--- config.mk ---
export PLATFORM = sky130hd
export DESIGN_NAME = pdh_ctrl
export DESIGN_NICKNAME = d
export VERILOG_FILES = /design/src/sv/pdh_pkg.sv /design/src/sv/pdh_ctrl.sv
export SDC_FILE = /design/constraint.sdc
export NUM_CORES = 1
export LEC_CHECK = 0
export BUFFER_PORTS_ARGS = -buffer_cell sky130_fd_sc_hd__buf_2
export CAP_MARGIN = 25
export CELL_PAD_IN_SITES_DETAIL_PLACEMENT = 2
export CELL_PAD_IN_SITES_GLOBAL_PLACEMENT = 2
export CORE_MARGIN = 1
export CORE_UTILIZATION = 24
export DETAILED_ROUTE_END_ITERATION = 10
export HOLD_SLACK_MARGIN = 0.08
export PLACE_DENSITY = 0.85
export SYNTH_ARGS = -nofsm -noshare
export SYNTH_HDL_FRONTEND = slang
export SYNTH_SLANG_ARGS = --single-unit
--- constraint.sdc ---
create_clock -name clk -period 1.7 [get_ports clk]
set_clock_uncertainty 0.15 [all_clocks]
set_input_delay 0.255 -clock clk [delete_from_list [all_inputs] [get_ports clk]]
set_output_delay 0.255 -clock clk [all_outputs]
set_load 0.05 [all_outputs]
--- src/sv/pdh_pkg.sv ---
package pdh_pkg;
	localparam int NUM_BINS = 256;
	localparam int BIN_W = 8;
	localparam int POS_BITS = 24;

	typedef enum logic [1:0] {
		OP_PAIR  = 2'd0,
		OP_SWEEP = 2'd1,
		OP_READ  = 2'd2,
		OP_CLEAR = 2'd3
	} opcode_t;

	localparam logic [1:0] REG_CUTOFF = 2'd0;
	localparam logic [1:0] REG_SCALE  = 2'd1;
	localparam logic [1:0] REG_BINS   = 2'd2;

	typedef enum logic [2:0] {
		ST_IDLE,
		ST_SQRT,
		ST_BIN,
		ST_RMW,
		ST_CLEAR,
		ST_OUT
	} state_t;

	typedef struct packed {
		logic load;
		logic sqrt_step;
		logic bin_calc;
		logic rd_issue;
		logic wr_back;
		logic clr_step;
		logic out_load;
	} cmd_t;

	typedef struct packed {
		logic [1:0] op;
		logic       hit;
		logic       cmp_done;
		logic       sqrt_done;
		logic       clr_done;
		logic       init_busy;
	} sts_t;
endpackage

--- src/sv/pdh_ctrl.sv ---
module pdh_ctrl (
	input  logic          clk,
	input  logic          arst_n,
	input  logic          in_fire,
	input  logic          out_fire,
	input  pdh_pkg::sts_t sts,
	output pdh_pkg::cmd_t cmd,
	output logic          busy,
	output logic          out_valid
);
	import pdh_pkg::*;

	state_t state_q, state_nx;
	logic   rd_wait_q;

	always_ff @(posedge clk or negedge arst_n) begin
		if (!arst_n) begin
			state_q   <= ST_IDLE;
			rd_wait_q <= 1'b0;
		end else begin
			state_q   <= state_nx;
			rd_wait_q <= (state_q == ST_RMW) && !rd_wait_q;
		end
	end

	always_comb begin
		state_nx = state_q;
		case (state_q)
			ST_IDLE: if (in_fire) state_nx = ST_SQRT;
			ST_SQRT: begin
				// wait for the cutoff compare before branching
				if (!sts.cmp_done) state_nx = ST_SQRT;
				else if (sts.op == OP_CLEAR) state_nx = ST_CLEAR;
				else if (sts.op == OP_READ) state_nx = ST_RMW;
				else if (sts.op != OP_PAIR || !sts.hit) state_nx = ST_OUT;
				else if (sts.sqrt_done) state_nx = ST_BIN;
			end
			ST_BIN:   state_nx = ST_RMW;
			ST_RMW:   if (rd_wait_q) state_nx = ST_OUT;
			ST_CLEAR: if (sts.clr_done) state_nx = ST_OUT;
			ST_OUT:   if (out_fire) state_nx = ST_IDLE;
			default:  state_nx = ST_IDLE;
		endcase
	end

	always_comb begin
		cmd = '0;
		cmd.load = in_fire;
		case (state_q)
			ST_SQRT:  cmd.sqrt_step = sts.cmp_done && (sts.op == OP_PAIR) && sts.hit
			                          && !sts.sqrt_done;
			ST_BIN:   cmd.bin_calc = 1'b1;
			ST_RMW: begin
				cmd.rd_issue = !rd_wait_q;
				cmd.wr_back  = rd_wait_q && (sts.op == OP_PAIR);
				cmd.out_load = rd_wait_q;
			end
			ST_CLEAR: begin
				cmd.clr_step = 1'b1;
				cmd.out_load = sts.clr_done;
			end
			default: ;
		endcase
		// non-memory items load output on leaving SQRT
		if (state_q == ST_SQRT && sts.cmp_done && sts.op != OP_CLEAR && sts.op != OP_READ
		    && (sts.op != OP_PAIR || !sts.hit))
			cmd.out_load = 1'b1;
	end

	assign busy      = (state_q != ST_IDLE);
	assign out_valid = (state_q == ST_OUT);
endmodule

* Word level (Yosys, flattened, before mapping)
Cells that the tools add are included.
** Operators by class
- Equality and inequality tests :: 14
- Mux-type cells :: 16
- Reductions and logical operators :: 18
** Operators by type and width (count)
- two-way mux 3 bit :: 9
- case mux 3 bit (6 select lines) :: 1
- inequality test 2 bit (second input constant) :: 6
- logical AND 1 bit :: 9
- equality test 3 x 2 -> 1 bit (second input constant) :: 2
- equality test 3 bit (second input constant) :: 2
- inequality test 6 bit (second input constant) :: 1
- AND reduction 5 bit :: 1
- equality test 2 bit (second input constant) :: 2
- two-way mux 1 bit :: 4
- equality test 3 x 1 -> 1 bit (second input constant) :: 1
- zero test 1 bit :: 3
- zero test 3 bit :: 1
- nonzero test 3 bit :: 1
- zero test 2 bit :: 1
- two-way mux 2 bit :: 1
- case mux 1 bit (2 select lines) :: 1
- nonzero test 2 bit :: 1
- logical OR 1 bit :: 1
** Word-level totals
- Flip-flop bits (word level) :: 4
- Input port bits :: 11
- Word-level logic and storage cells :: 50

* Depth between registers and ports, before layout
- Depth after elaboration :: 7
- Gate-level depth with buffers :: 5
- Mapped depth without buffers :: 4

* Least setup slack after synthesis
No wires, ideal clock.
- Path type :: flip-flop to output port
- Start :: reg state_q[2]
- End :: out cmd[2] (netlist name)
- Arrival :: 1.789 ns
- Setup slack :: -0.494 ns
- Stages on the path, launching flop included :: 4
- Path buffers :: 1
- Cells stage by stage :: dfrtp_1 -> buf_4 -> nand4b_1 -> nor3_1
** RTL lines
- start, declared :: line pdh_ctrl.sv:13 : state_t state_q, state_nx;
- start signal, assigned :: line pdh_ctrl.sv:21 : state_q <= state_nx;
- end, declared :: line pdh_ctrl.sv:7 : output pdh_pkg::cmd_t cmd,

==> flow_metrics.tcl <==
set metrics [dict create \
    outcome "finished with violations" \
    violations "negative setup slack" \
    cts.sinks 4 \
    nets 99 \
    final-setup-viol-count 8 \
    synth_top_area_share_pct 22.9 \
    via_per_inst 5.14 \
    synth_warnings 0 \
    synth-main-ff-cell "dfrtp_1" \
    fin_ws_ns -0.149 \
    core_region_area_mm2 0.00173 \
    yosys.area.top_type "dfrtp_1" \
    drt_first_pass_iters 4 \
    hold_path_class "in2reg" \
    cts_tree "yes" \
    ant_nets 0 \
    rows 15 \
    async_flop_share_pct 100 \
    routed_wl_um 2510 \
    crit_arrival_ns 1.44 \
    antenna_found_initial 0 \
    fin_util_pct 46.7 \
    fin_cells 111 \
    diodes 0 \
    finalCritPeriodShare_pct 109 \
    die_h_um 44.7 \
    start_util_pct 25.4 \
    hold_viol_final 0 \
    dieArea_mm2 0.00200 \
    crit_type "reg2out" \
    grt_overflow_total 0 \
    fill_cells 192 \
    yosys_register_bits 4 \
    final_area_um2 806 \
    synth_fp_nets 61 \
    vias 570 \
    cts-htree-levels 1 \
    cp_slowest_cell "dfrtp_2" \
    path_delay_family "flip-flops" \
    drive_above_1_share_pct 72.1 \
    peakVddDrop_mv 0.554 \
    p_per_area_mw_per_mm2 1620 \
    maxSlewHeadroom_pct 80.2 \
    crit_chain "and4bb_4 -> a22oi_1 -> nand2_2 -> buf_8" \
    grt_pass1_wl_um 3240 \
    clk_pin_slew_ns 0.05 \
    dp.cells 96 \
    slowest_delay_ns 0.47 \
    worstSkewPairLatency_ns 0.26 \
    p_leak_nw 0.395 \
    synth_common_cells "nand2_1, inv_1, dfrtp_1, nor2_1, nor3_1" \
    ys_types 27 \
    syn-instance-count 50 \
    fin_crit_ns 1.85 \
    numCtsBuffers 3 \
    grt_max_degree 8 \
    drtIter0Drc 8 \
    detailed_place_hpwl_um 1110 \
    slew_violations 0 \
    maxCapViolations 0 \
    fmax_ghz 0.541 \
    syn_avg_cell_area_um2 8.76 \
    port-buffer-count 18 \
    synth-edff-count 0 \
    crit_required_ns 1.29 \
    postPlaceCellArea_um2 593 \
    place.gp.congestion 0.747 \
    syn_area_um2 438 \
    grt_pass1_vias 607 \
    path_buf_inv 1 \
    pin_count 20 \
    clockBufferDepth 2 \
    drc 0 \
    area_growth_pct 84.0 \
    grt_usage_pct 23.8 \
    fin_total_pwr_w 0.00130 \
    clk_root_buffer_cell "clkbuf_4" \
    synthMostInstantiatedCell "nand2_1" \
    synthTopCellsByArea "dfrtp_1, o31ai_2, nand4b_4" \
    cp-start-kind "flip-flop" \
    rsz0062_at_grt "yes" \
    yosysSeqAreaShare_pct 22.9 \
    die_x_um 44.7 \
    worst_setup_path_end_kind "output port" \
    worst_slew_pin_slew_ns 0.295 \
    worstPathMaxFanout 7 \
    drt-wirelength-per-cell_um 22.6 \
]
-- stage by stage --
| step | setup WS [ns] | hold WS, ns | setup TNS (ns) |
|---|---|---|---|
| after floorplan | -0.173 | -0.191 | -0.288 |
| after global placement | 0.0457 | -0.0922 | 0 |
| after detailed placement | 0.00679 | -0.0866 | 0 |
| after CTS | -0.115 | 0.177 | -0.381 |
| after global routing | -0.202 | 0.180 | -1.05 |
| final | -0.149 | 0.168 | -0.693 |
-- final timing paths --
check | depth (start not counted) | endpoint | slack (ns) | start
worst max-delay path | 4 | cmd[0] | -0.15 | state_q[0]$_DFFE_PN0P_
worst min-delay path | 4 | state_q[2]$_DFFE_PN0P_ | 0.17 | out_fire
worst max register to register | 7 | state_q[2]$_DFFE_PN0P_ | -0.03 | state_q[2]$_DFFE_PN0P_
worst min register to register | 4 | rd_wait_q$_DFF_PN0_ | 0.65 | rd_wait_q$_DFF_PN0_
max in group asynchronous | 2 | state_q[1]$_DFFE_PN0P_ | 0.99 | arst_n
min in group asynchronous | 2 | rd_wait_q$_DFF_PN0_ | 0.26 | arst_n
-- kinds of logic (layout without fill, tap and decap cells) --
kind of cell	Yosys count	after routing	synth area share, %
simple gates	25	25	40.3
compound gates	12	12	24.0
buf+inv	9	45	12.9
flops	4	4	22.9
-- worst min-delay path, stage by stage --
cell and delay (ns):
buf_2 0.09, nand2_1 0.05, nand2_1 0.07, o31ai_2 0.06
-- sequential cells by signal (all words and copies together), names as in the netlist --
signal and cells:
state_q 3, rd_wait_q 1
-- layer usage --
layer  up-vias  track usage (%)  wire length [um]
li1        249                -                 -
met1       286             26.8              1070
met2        29             39.4              1320
met3         6             7.20                77
met4         0             14.5                42
met5         -                0                 0
-- cell type report --
cell class                      instances  area (um^2)  area share [%]
Multi-Input combinational cell         37          320            39.8
Timing Repair Buffer                   37          309            38.4
Sequential cell                         4          104            12.9
Tap cell                               25         31.3            3.88
Clock buffer                            3         22.5            2.80
Inverter                                5         18.8            2.33
-- cell usage in the layout (no fill, tap or decap), drive strengths merged --
cell type and instances:
nand2b 1, a22oi 1, nor3b 1, o31ai 2
o22a 1, dfrtp 4, and4bb 1, a31oi 2
clkbuf 3, or3 1, and2 1, nand2 6
nand4b 2, a21bo 1, o2111ai 1, inv 5
a2bb2oi 1, dlygate4sd3 1, buf 36, nor2 5
o21a 1, nand4 1, nor3 4, and2b 1
a21oi 2, nand3 1
-- report_power, final --
group	switching [W]	internal, W
logic	0.000497	0.000461
registers	0.0000723	0.000134
clock network	0.0000605	0.0000804
total	0.000630	0.000675
-- what timing repair did --
item | in CTS | in global routing
pin swaps | 3 | 3
gates resized for setup | 22 | 10
hold endpoints to repair | 4 | 0
hold buffers | 1 | 0
buffers inserted | 7 | 4
setup endpoints to repair | 7 | 8
Power figures use the tool's default switching activity.
